==> config.mk <==
export PLATFORM = sky130hd
export DESIGN_NAME = linear_probe_hash_map_unit
export DESIGN_NICKNAME = d
export VERILOG_FILES = /design/src/rtl/lphm_pkg.sv /design/src/rtl/lphm_front.sv /design/src/rtl/lphm_queue.sv /design/src/rtl/lphm_back.sv /design/src/rtl/linear_probe_hash_map_unit.sv
export SDC_FILE = /design/constraint.sdc
export NUM_CORES = 2
export LEC_CHECK = 0
export BUFFER_PORTS_ARGS = -buffer_cell sky130_fd_sc_hd__buf_4
export CAP_MARGIN = 20
export CORE_MARGIN = 1.5
export CORE_UTILIZATION = 57
export DETAILED_ROUTE_END_ITERATION = 10
export GPL_ROUTABILITY_DRIVEN = 0
export PLACE_DENSITY_LB_ADDON = 0.12
export SYNTH_ARGS = -nofsm -noshare
export SYNTH_HDL_FRONTEND = slang
export SYNTH_SLANG_ARGS = --single-unit
==> constraint.sdc <==
create_clock -name clk -period 7.4 [get_ports clk]
set_input_delay 1.48 -clock clk [delete_from_list [all_inputs] [get_ports clk]]
set_output_delay 1.48 -clock clk [all_outputs]
set_load 0.1 [all_outputs]
==> src/rtl/lphm_pkg.sv <==
package lphm_pkg;

  localparam int SLOTS  = 64;
  localparam int SLOT_W = $clog2(SLOTS);
  localparam int CNT_W  = SLOT_W + 1;
  localparam int KEY_W  = 32;
  localparam int HDL_W  = 16;
  localparam int ECNT_W = 17;
  localparam int QDEPTH = 2;

  typedef enum logic {
    OP_SET = 1'b0,
    OP_GET = 1'b1
  } op_t;

  typedef enum logic [2:0] {
    ST_INSERTED  = 3'd0,
    ST_UPDATED   = 3'd1,
    ST_FOUND     = 3'd2,
    ST_NOT_FOUND = 3'd3,
    ST_FULL      = 3'd4,
    ST_BAD_VALUE = 3'd5
  } status_t;

  typedef enum logic [1:0] {
    CMD_SET,
    CMD_GET,
    CMD_BAD
  } kind_t;

  typedef enum logic [1:0] {
    B_IDLE,
    B_READ,
    B_CHECK
  } bstate_t;

  typedef struct packed {
    kind_t              kind;
    logic [SLOT_W-1:0]  home;
    logic [KEY_W-1:0]   key;
    logic [HDL_W-1:0]   handler;
  } cmd_t;

  typedef struct packed {
    logic vld;
    cmd_t cmd;
  } push_t;

  typedef struct packed {
    logic vld;
    cmd_t cmd;
  } head_t;

endpackage

==> src/rtl/lphm_front.sv <==
module lphm_front (
  input  logic                 in_tvalid,
  output logic                 in_tready,
  input  logic [47:0]          in_tdata,
  input  logic [0:0]           in_tuser,
  input  logic                 q_full,
  output lphm_pkg::push_t      push
);
  import lphm_pkg::*;

  logic [KEY_W-1:0] key;
  logic [HDL_W-1:0] hdl;

  assign key       = in_tdata[KEY_W-1:0];
  assign hdl       = in_tdata[KEY_W+HDL_W-1:KEY_W];
  assign in_tready = !q_full;

  always_comb begin
    push.vld         = in_tvalid && !q_full;
    push.cmd.key     = key;
    push.cmd.handler = hdl;
    push.cmd.home    = key[SLOT_W-1:0];
    if (op_t'(in_tuser[0]) == OP_GET) begin
      push.cmd.kind = CMD_GET;
    end else if (hdl == '0) begin
      push.cmd.kind = CMD_BAD;
    end else begin
      push.cmd.kind = CMD_SET;
    end
  end

endmodule

==> src/rtl/lphm_queue.sv <==
module lphm_queue (
  input  logic             clk,
  input  logic             rst_n,
  input  lphm_pkg::push_t  push,
  output logic             q_full,
  output lphm_pkg::head_t  head,
  input  logic             pop
);
  import lphm_pkg::*;

  localparam int PTR_W = $clog2(QDEPTH);

  cmd_t              ent_r [QDEPTH];
  logic [PTR_W-1:0]  wptr_r, wptr_nxt;
  logic [PTR_W-1:0]  rptr_r, rptr_nxt;
  logic [PTR_W:0]    fill_r, fill_nxt;
  logic              do_push, do_pop;

  assign q_full   = (fill_r == (PTR_W+1)'(QDEPTH));
  assign head.vld = (fill_r != '0);
  assign head.cmd = ent_r[rptr_r];
  assign do_push  = push.vld && !q_full;
  assign do_pop   = pop && head.vld;

  always_comb begin
    wptr_nxt = wptr_r;
    rptr_nxt = rptr_r;
    fill_nxt = fill_r;
    if (do_push) begin
      wptr_nxt = (wptr_r == PTR_W'(QDEPTH-1)) ? '0 : wptr_r + 1'b1;
    end
    if (do_pop) begin
      rptr_nxt = (rptr_r == PTR_W'(QDEPTH-1)) ? '0 : rptr_r + 1'b1;
    end
    if (do_push && !do_pop) begin
      fill_nxt = fill_r + 1'b1;
    end else if (do_pop && !do_push) begin
      fill_nxt = fill_r - 1'b1;
    end
  end

  always_ff @(posedge clk) begin
    if (!rst_n) begin
      wptr_r <= '0;
      rptr_r <= '0;
      fill_r <= '0;
    end else begin
      wptr_r <= wptr_nxt;
      rptr_r <= rptr_nxt;
      fill_r <= fill_nxt;
    end
  end

  always_ff @(posedge clk) begin
    if (do_push) begin
      ent_r[wptr_r] <= push.cmd;
    end
  end

endmodule

==> src/rtl/lphm_back.sv <==
module lphm_back (
  input  logic                 clk,
  input  logic                 rst_n,
  input  lphm_pkg::head_t      head,
  output logic                 pop,
  output logic                 out_tvalid,
  input  logic                 out_tready,
  output logic [39:0]          out_tdata,
  output logic [2:0]           out_tuser
);
  import lphm_pkg::*;

  bstate_t            state_r, state_nxt;
  cmd_t               cmd_r, cmd_nxt;
  logic [SLOT_W-1:0]  pos_r, pos_nxt;
  logic [SLOT_W-1:0]  prb_r, prb_nxt;
  logic [CNT_W-1:0]   cnt_r, cnt_nxt;
  logic               out_valid_r, out_valid_nxt;
  status_t            out_status_r, out_status_nxt;
  logic [HDL_W-1:0]   out_hdl_r, out_hdl_nxt;
  logic [CNT_W-1:0]   out_cnt_r, out_cnt_nxt;

  logic [KEY_W-1:0]   key_mem [SLOTS];
  logic [HDL_W-1:0]   hdl_mem [SLOTS];
  logic               vld_r [SLOTS];
  logic [KEY_W-1:0]   rd_key_r;
  logic [HDL_W-1:0]   rd_hdl_r;
  logic               rd_vld_r;

  logic               rd_en, wr_en, fin, out_free, hit;

  assign out_free = !out_valid_r || out_tready;
  assign hit      = !rd_vld_r || (rd_key_r == cmd_r.key);

  always_comb begin
    state_nxt      = state_r;
    cmd_nxt        = cmd_r;
    pos_nxt        = pos_r;
    prb_nxt        = prb_r;
    cnt_nxt        = cnt_r;
    out_status_nxt = out_status_r;
    out_hdl_nxt    = out_hdl_r;
    out_cnt_nxt    = out_cnt_r;
    pop            = 1'b0;
    rd_en          = 1'b0;
    wr_en          = 1'b0;
    fin            = 1'b0;
    unique case (state_r)
      B_IDLE: begin
        if (head.vld && (head.cmd.kind != CMD_BAD || out_free)) begin
          pop     = 1'b1;
          cmd_nxt = head.cmd;
          pos_nxt = head.cmd.home;
          prb_nxt = '0;
          if (head.cmd.kind == CMD_BAD) begin
            fin            = 1'b1;
            out_status_nxt = ST_BAD_VALUE;
            out_hdl_nxt    = '0;
            out_cnt_nxt    = cnt_r;
          end else begin
            state_nxt = B_READ;
          end
        end
      end
      B_READ: begin
        rd_en     = 1'b1;
        state_nxt = B_CHECK;
      end
      B_CHECK: begin
        if (hit) begin
          if (out_free) begin
            fin         = 1'b1;
            state_nxt   = B_IDLE;
            out_hdl_nxt = '0;
            if (cmd_r.kind == CMD_SET) begin
              wr_en = 1'b1;
              if (!rd_vld_r) begin
                cnt_nxt        = cnt_r + 1'b1;
                out_status_nxt = ST_INSERTED;
              end else begin
                out_status_nxt = ST_UPDATED;
              end
            end else if (!rd_vld_r) begin
              out_status_nxt = ST_NOT_FOUND;
            end else begin
              out_status_nxt = ST_FOUND;
              out_hdl_nxt    = rd_hdl_r;
            end
            out_cnt_nxt = cnt_nxt;
          end
        end else if (prb_r == SLOT_W'(SLOTS-1)) begin
          if (out_free) begin
            fin            = 1'b1;
            state_nxt      = B_IDLE;
            out_hdl_nxt    = '0;
            out_cnt_nxt    = cnt_r;
            out_status_nxt = (cmd_r.kind == CMD_SET) ? ST_FULL : ST_NOT_FOUND;
          end
        end else begin
          pos_nxt   = pos_r + 1'b1;
          prb_nxt   = prb_r + 1'b1;
          state_nxt = B_READ;
        end
      end
      default: state_nxt = B_IDLE;
    endcase
    out_valid_nxt = fin ? 1'b1 : (out_tready ? 1'b0 : out_valid_r);
  end

  always_ff @(posedge clk) begin
    if (!rst_n) begin
      state_r     <= B_IDLE;
      cnt_r       <= '0;
      out_valid_r <= 1'b0;
    end else begin
      state_r     <= state_nxt;
      cnt_r       <= cnt_nxt;
      out_valid_r <= out_valid_nxt;
    end
  end

  always_ff @(posedge clk) begin
    cmd_r        <= cmd_nxt;
    pos_r        <= pos_nxt;
    prb_r        <= prb_nxt;
    out_status_r <= out_status_nxt;
    out_hdl_r    <= out_hdl_nxt;
    out_cnt_r    <= out_cnt_nxt;
  end

  // slot occupancy flags
  always_ff @(posedge clk) begin
    if (!rst_n) begin
      for (int i = 0; i < SLOTS; i++) begin
        vld_r[i] <= 1'b0;
      end
    end else if (wr_en) begin
      vld_r[pos_r] <= 1'b1;
    end
  end

  always_ff @(posedge clk) begin
    if (wr_en) begin
      key_mem[pos_r] <= cmd_r.key;
      hdl_mem[pos_r] <= cmd_r.handler;
    end
  end

  always_ff @(posedge clk) begin
    if (rd_en) begin
      rd_key_r <= key_mem[pos_r];
      rd_hdl_r <= hdl_mem[pos_r];
      rd_vld_r <= vld_r[pos_r];
    end
  end

  assign out_tvalid = out_valid_r;
  assign out_tuser  = out_status_r;
  assign out_tdata  = {7'd0, (ECNT_W-CNT_W)'(0), out_cnt_r, out_hdl_r};

  a_cnt_max: assert property (@(posedge clk) disable iff (!rst_n)
    cnt_r <= CNT_W'(SLOTS))
    else $error("entry count above table size");

  a_cnt_inc: assert property (@(posedge clk) disable iff (!rst_n)
    (cnt_r != $past(cnt_r)) |-> ($past(wr_en) && $past(!rd_vld_r)
                                 && cnt_r == $past(cnt_r) + 1'b1))
    else $error("entry count moved without an insert");

  a_pop_idle: assert property (@(posedge clk) disable iff (!rst_n)
    pop |-> (state_r == B_IDLE && head.vld))
    else $error("queue popped while busy");

  a_fin_free: assert property (@(posedge clk) disable iff (!rst_n)
    fin |-> out_free)
    else $error("result overwrote a pending one");

endmodule

==> src/rtl/linear_probe_hash_map_unit.sv <==
// a request is popped from the queue in idle; each slot probed (1 to 64 per request) takes a
// read state and a check state, one key/handler memory read per probe; a refused set (handler
// zero) ends at the pop; the engine serves one request at a time, and a 2-entry queue lets
// requests be accepted while the engine or the output register is busy
// reset: synchronous, active low; clears queue, probe state, output valid, slot occupancy flags
// and entry count together, no clearing pass
module linear_probe_hash_map_unit (
  input  logic        clk,
  input  logic        rst_n,
  input  logic        in_tvalid,
  output logic        in_tready,
  input  logic [47:0] in_tdata,   // key[31:0], handler[47:32]
  input  logic [0:0]  in_tuser,   // opcode[0]
  output logic        out_tvalid,
  input  logic        out_tready,
  output logic [39:0] out_tdata,  // handler_out[15:0], entry_count_out[32:16], zero[39:33]
  output logic [2:0]  out_tuser   // status[2:0]
);
  import lphm_pkg::*;

  push_t push;
  head_t head;
  logic  q_full;
  logic  pop;

  lphm_front u_front (
    .in_tvalid (in_tvalid),
    .in_tready (in_tready),
    .in_tdata  (in_tdata),
    .in_tuser  (in_tuser),
    .q_full    (q_full),
    .push      (push)
  );

  lphm_queue u_queue (
    .clk    (clk),
    .rst_n  (rst_n),
    .push   (push),
    .q_full (q_full),
    .head   (head),
    .pop    (pop)
  );

  lphm_back u_back (
    .clk        (clk),
    .rst_n      (rst_n),
    .head       (head),
    .pop        (pop),
    .out_tvalid (out_tvalid),
    .out_tready (out_tready),
    .out_tdata  (out_tdata),
    .out_tuser  (out_tuser)
  );

endmodule

### After elaboration in Yosys (flattened, before gate mapping)

Memory sizes are Yosys's and may differ from the RTL's. A register that Yosys moved wholly into a read port is not among the register bits.
Index checks and enable logic that the tools add are counted.

* register bits after elaboration: 102
* output and inout port bits: 45
* memories kept: 4
* logic and storage cells: 142
* bits in writable memories: 3248
* input bits: 53

* reduce and logical (&&, ||, !) cells: 27
* $add $sub $neg: 7
* equality and inequality tests: 14
* mux-type cells: 76

Memories
* u_back.key_mem: words 64, width 32, rd ports 1, clocked after Yosys merged registers in 1, write ports 1, line lphm_back.sv:23 `logic [KEY_W-1:0] key_mem [SLOTS];`
* u_back.hdl_mem: words 64, width 16, rd ports 1, clocked after Yosys merged registers in 1, write ports 1, line lphm_back.sv:24 `logic [HDL_W-1:0] hdl_mem [SLOTS];`
* u_queue.ent_r: words 2, width 56, rd ports 1, clocked after Yosys merged registers in 1, write ports 1, line lphm_queue.sv:13 `cmd_t ent_r [QDEPTH];`
* u_back.vld_r: words 64, width 1, rd ports 1, clocked after Yosys merged registers in 1, write ports 64, line lphm_back.sv:25 `logic vld_r [SLOTS];`

Operator list (number)
* 2-to-1 mux 16 bit: 8
* 2-to-1 mux 7 bit: 8
* 2-to-1 mux 6 bit: 7
* equality test 32 bit: 1
* case mux 16 bit (2 select lines): 1
* 2-to-1 mux 1 bit: 29
* 2-to-1 mux 3 bit: 8
* case mux 6 bit (2 select lines): 2
* 2-to-1 mux 2 bit: 9
* logical NOT 16 bit: 1
* case mux 7 bit (2 select lines): 1
* adder 6 x 1 -> 6 bit, second input constant: 2
* != test 2 bit, second input constant: 4
* nonzero test 2 bit: 4
* adder 7 x 1 -> 7 bit, second input constant: 1
* equality test 2 bit, second input constant: 3
* equality test 6 bit, second input constant: 1
* logical AND 1 bit: 6
* != test 2 x 1 -> 1 bit, second input constant: 3
* case mux 2 bit (3 select lines): 1
* case mux 3 bit (2 select lines): 1
* logical NOT 1 bit: 5
* AND reduction 5 bit: 1
* logical NOT 2 bit: 2
* 11 further kinds: 15

### Longest topological paths before layout

* word-level depth: 10
* mapped depth: 12
* gate-level depth less buffers: 8

### Modules after synthesis

A second synthesis with hierarchy kept.

* cells, all modules: 6857
* area total of the unflattened synthesis: 130098.5 sq um

Modules (own cells, without submodules)
* lphm_back: area an instance 125364.0 sq um, instances 1, cells an instance 6595, sequential area each 97843.8 sq um
* lphm_queue: area an instance 4270.3 sq um, instances 1, cells an instance 199, sequential area each 3463.3 sq um
* lphm_front: area an instance 464.2 sq um, instances 1, cells an instance 63, sequential area each 0.0 sq um

### Least setup slack after synthesis

OpenSTA, ideal clock, no wires.

* kind: reg2reg
* start: register u_back.cmd_r[46] (netlist name)
* end: memory u_back.hdl_mem[23][0] (enable)
* cell stages (with the launch flop): 8
* clock period less this slack: 7487 ps
* library setup time: 576 ps
* slack: -87 ps
* data arrival time: 6911 ps
* required time: 6824 ps
* path buffers: 2
* cell sequence: edfxtp_1 -> xor2_1 -> nor4_1 -> nand4_1 -> o21a_1 -> clkbuf_1 -> clkbuf_1 -> nor4_1

* cells in the longest elaborated chain, start to end: 6

Ends and longest elaborated chain
* start: declaration: line lphm_back.sv:14 `cmd_t cmd_r, cmd_nxt;`
* start signal: assignment: line lphm_back.sv:123 `cmd_r <= cmd_nxt;`
* equality test 32 bit: line lphm_back.sv:33 `assign hit = !rd_vld_r || (rd_key_r == cmd_r.key);`
* logical OR 1 bit: line lphm_back.sv:33
* 2-to-1 mux 1 bit: line lphm_back.sv:70 `if (hit) begin`
* 2-to-1 mux 1 bit: line lphm_back.sv:48 `unique case (state_r)`
* 2-to-1 mux 1 bit: line lphm_back.sv:143 `if (wr_en) begin`
* 2-to-1 mux 1 bit (not written as such): line lphm_back.sv:145 `hdl_mem[pos_r] <= cmd_r.handler;`
* end: declaration: line lphm_back.sv:24

No other way between the ends.

### Worst setup path in the final report

* start: register u_back.cmd_r[35] (netlist name)
* end: memory u_back.key_mem[26][30] (enable)

* cells in the longest elaborated chain, start to end: 6

Ends and longest elaborated chain
* equality test 32 bit: line lphm_back.sv:33
* logical OR 1 bit: line lphm_back.sv:33
* 2-to-1 mux 1 bit: line lphm_back.sv:70
* 2-to-1 mux 1 bit: line lphm_back.sv:48
* 2-to-1 mux 1 bit: line lphm_back.sv:143
* 2-to-1 mux 1 bit (not written as such): line lphm_back.sv:144 `key_mem[pos_r] <= cmd_r.key;`
* end: declaration: line lphm_back.sv:23

No other way between the ends.

==> results.sh <==
export IMPL_synth_edff_count=3309
export IMPL_postRouteAntennaNets=0
export IMPL_critical_path_reg2reg_startpoint="u_back.cmd_r[35]"
export IMPL_drt_wl_total_um=439600
export IMPL_die_height_um=479.4
export IMPL_mostFrequentLayoutCells="3309 x edfxtp_1, 360 x clkbuf_16, 336 x buf_4"
export IMPL_timing_critical_path_arrival_ns=6.28
export IMPL_worst_slew_margin_rel=0.1363
export IMPL_setup_viol=0
export IMPL_synth_area_top_cells="edfxtp_1 77%, mux4_2 4.6%, mux2i_1 2.5%"
export IMPL_synth_warnings=0
export IMPL_core_region_area_um2=225100
export IMPL_netlist_area_leader_share=0.7682
export IMPL_worst_ep_required_time_ns=7.99
export IMPL_netlist_cell_type_count=75
export IMPL_outcome="complete, no violations"
export IMPL_grt_max_degree=91
export IMPL_synth_seq_area_share=0.7804
export IMPL_postSynthCellCount=6789
export IMPL_final_period_utilization=0.7685
export IMPL_count_of_boundary_i_o_pins=98
export IMPL_initial_antenna_violation_count=27
export IMPL_leakage_power_total_uw=0.04624
export IMPL_ys_flop_type="edfxtp_1"
export IMPL_cts_hold_fix_buffers=0
export IMPL_timing_worst_setup_path_type="reg -> reg"
export IMPL_synthArstFlopShare=0
export IMPL_max_cap_violations=0
export IMPL_die_area_um2=229800
export IMPL_fin_hold_ws_ns=0.4621
export IMPL_place_worst_setup_slack_ns=2.044
export IMPL_overflow=0
export IMPL_syn_cell_area_um2=129400
export IMPL_hold_path_startpoint="u_back.vld_r[60]"
export IMPL_skew_ns=0.06078
export IMPL_wire_per_inst_um=42.54
export IMPL_final_layout_size_suffix_gt1_frac=0.2006
export IMPL_cts_buffers_inserted=351
export IMPL_ys_seq_elements=3388
export IMPL_final_setup_worst_slack_ns=1.713
export IMPL_numClockSinks=3388
export IMPL_maximum_number_of_buffers_from_clock_root_to_sink=4
export IMPL_post_cts_repair_setup_buffers=0
export IMPL_fin_area_um2=145500
export IMPL_critical_path_launch_point="u_back.cmd_r[35]"
export IMPL_start_kind="flop"
export IMPL_path_max_fanout=65
export IMPL_yosys_area_top_type="edfxtp_1"
export IMPL_cts_tree="yes"
export IMPL_final_max_slew_violation_count=0
export IMPL_number_of_iterations_in_the_first_detailed_routing_pass=8
export IMPL_worst_skew_pair_late_latency_ns=0.98
export IMPL_port_buffer_count=80
export IMPL_syn2layout_area_growth_pct=12.45
export IMPL_dpl_cell_area_um2=134700
export IMPL_cts_resized_gates=0
export IMPL_ctsRootBufferMaster="clkbuf_16"
export IMPL_grt_pass1_vias=71460
export IMPL_cts_reportedPaths_clkPinSlew_ns=0.06
export IMPL_grtUsageTotal=0.3803
export IMPL_achievable_frequency_mhz=175.8
export IMPL_grt_setup_unrepaired="no"
export IMPL_drt_drc_violations_left=0
export IMPL_design_final_nets=7122
export IMPL_drt_iter0_drc=13970
export IMPL_final_min_clock_period_ns=5.687
export IMPL_critical_path_sink_type="flop"
export IMPL_dieWidth_um=479.4
export IMPL_worst_pin_slew_ns=1.296
export IMPL_grt_pass1_wl_um=594400
export IMPL_route_vias_total=76030
export IMPL_core_rowCount=174
export IMPL_vdd_ir_drop_max_mv=0.4044
export IMPL_dp_hpwl_um=240800
export IMPL_syn_avg_cell_area_um2=19.05
export IMPL_final_hold_viol_count=0
export IMPL_viasPerCell=7.357
export IMPL_worst_hold_path_type="reg -> reg"
export IMPL_pwr_density_cell_nw_per_um2=413.4
export IMPL_floorplan_initialDensity=0.5746
export IMPL_layout_cells_most_common="edfxtp_1"
export IMPL_clock_tree_htree_level_count=5
## sequential cells by signal, summed over array words and instances (netlist names), 2 cells and up, named ones only
register,flops
u_back.cnt_r,7
u_back.out_cnt_r,7
u_back.out_hdl_r,16
u_back.rd_key_r,32
u_back.state_r,2
u_back.rd_hdl_r,16
u_back.prb_r,6
u_queue.ent_r,100
u_queue.fill_r,2
u_back.cmd_r,50
u_back.vld_r,64
u_back.hdl_mem,1024
u_back.out_tuser,3
u_back.key_mem,2048
u_back.pos_r,6
## power by group
part	internal, µW	total (µW)	switching [µW]
clock	9630	16800	7140
sequential	23800	24100	308
combinational	5280	19300	14000
total	38700	60100	21400
## critical path: stages (launching register included)
cell,delay (ns)
edfxtp_1,0.32
buf_4,0.51
xor2_1,0.16
nor4_1,0.77
nand4_1,0.42
o21ai_4,0.32
buf_4,0.52
nand3_1,0.69
nor2_4,1.09
buf_12,0.40
## layout make-up
cell class                      count  area, µm²
Fill cell                       15260      79660
Clock buffer                      441       9333
Antenna cell                       24      60.06
Inverter                            6      42.54
Tap cell                         2992       3744
Multi-Input combinational cell   2936      26580
Clock inverter                    165       1311
Sequential cell                  3388     100900
Timing Repair Buffer              382       3440
## layer usage
| layer | GRT usage | wire length, µm |
|---|---|---|
| met1 | 0.5187 | 153300 |
| met4 | 0.2222 | 30010 |
| met5 | 0 | 162 |
| met2 | 0.5522 | 194100 |
| met3 | 0.1081 | 62050 |
## logic make-up (layout without fill, tap and decap cells)
group	count (synthesis)	count (layout)	share of synthesized area
compound gates	1401	1401	0.07956
xor+xnor	54	54	0.003656
fa+ha+maj	4	4	0.0003869
buf+inv	481	994	0.01948
flops	3388	3388	0.7804
mux	845	845	0.09373
other cells	1	41	0.00002899
simple gates	615	615	0.02274
## worst paths after layout
| path | slack, ns | cells past startpoint | endpoint |
|---|---|---|---|
| max | 1.71 | 9 | u_back.key_mem[26][30] |
| min | 0.46 | 1 | u_back.vld_r[60] |
| max reg2reg | 1.71 | 9 | u_back.key_mem[26][30] |
| min reg2reg | 0.46 | 1 | u_back.vld_r[60] |
## per-stage QoR
step	instances	total power (µW)	util	setup TNS [ns]
floorplan	6805	34820	-	-12.51
global placement	9698	42860	0.5982	0
detailed placement	9702	43120	0.5985	0
CTS	10310	59570	0.6458	0
global route	10310	61200	0.6459	0
finish	10330	60130	0.6461	0
## Yosys cell counts (39+ instances only)
cell type  number
buf_1          39
clkbuf_1      146
mux2i_1       318
a22oi_1       243
nor2_1        212
mux2_2        260
a32o_1         40
o22ai_1       149
nand3_1        48
mux4_2        267
a221o_1        48
a21oi_1       187
o21ai_0       167
dfxtp_1        79
a221oi_1      329
buf_2         184
buf_4          83
nand2_1       142
edfxtp_1     3309
nor3_1         41
a22o_1         49
No activity file was read; power rests on OpenSTA's default activity.
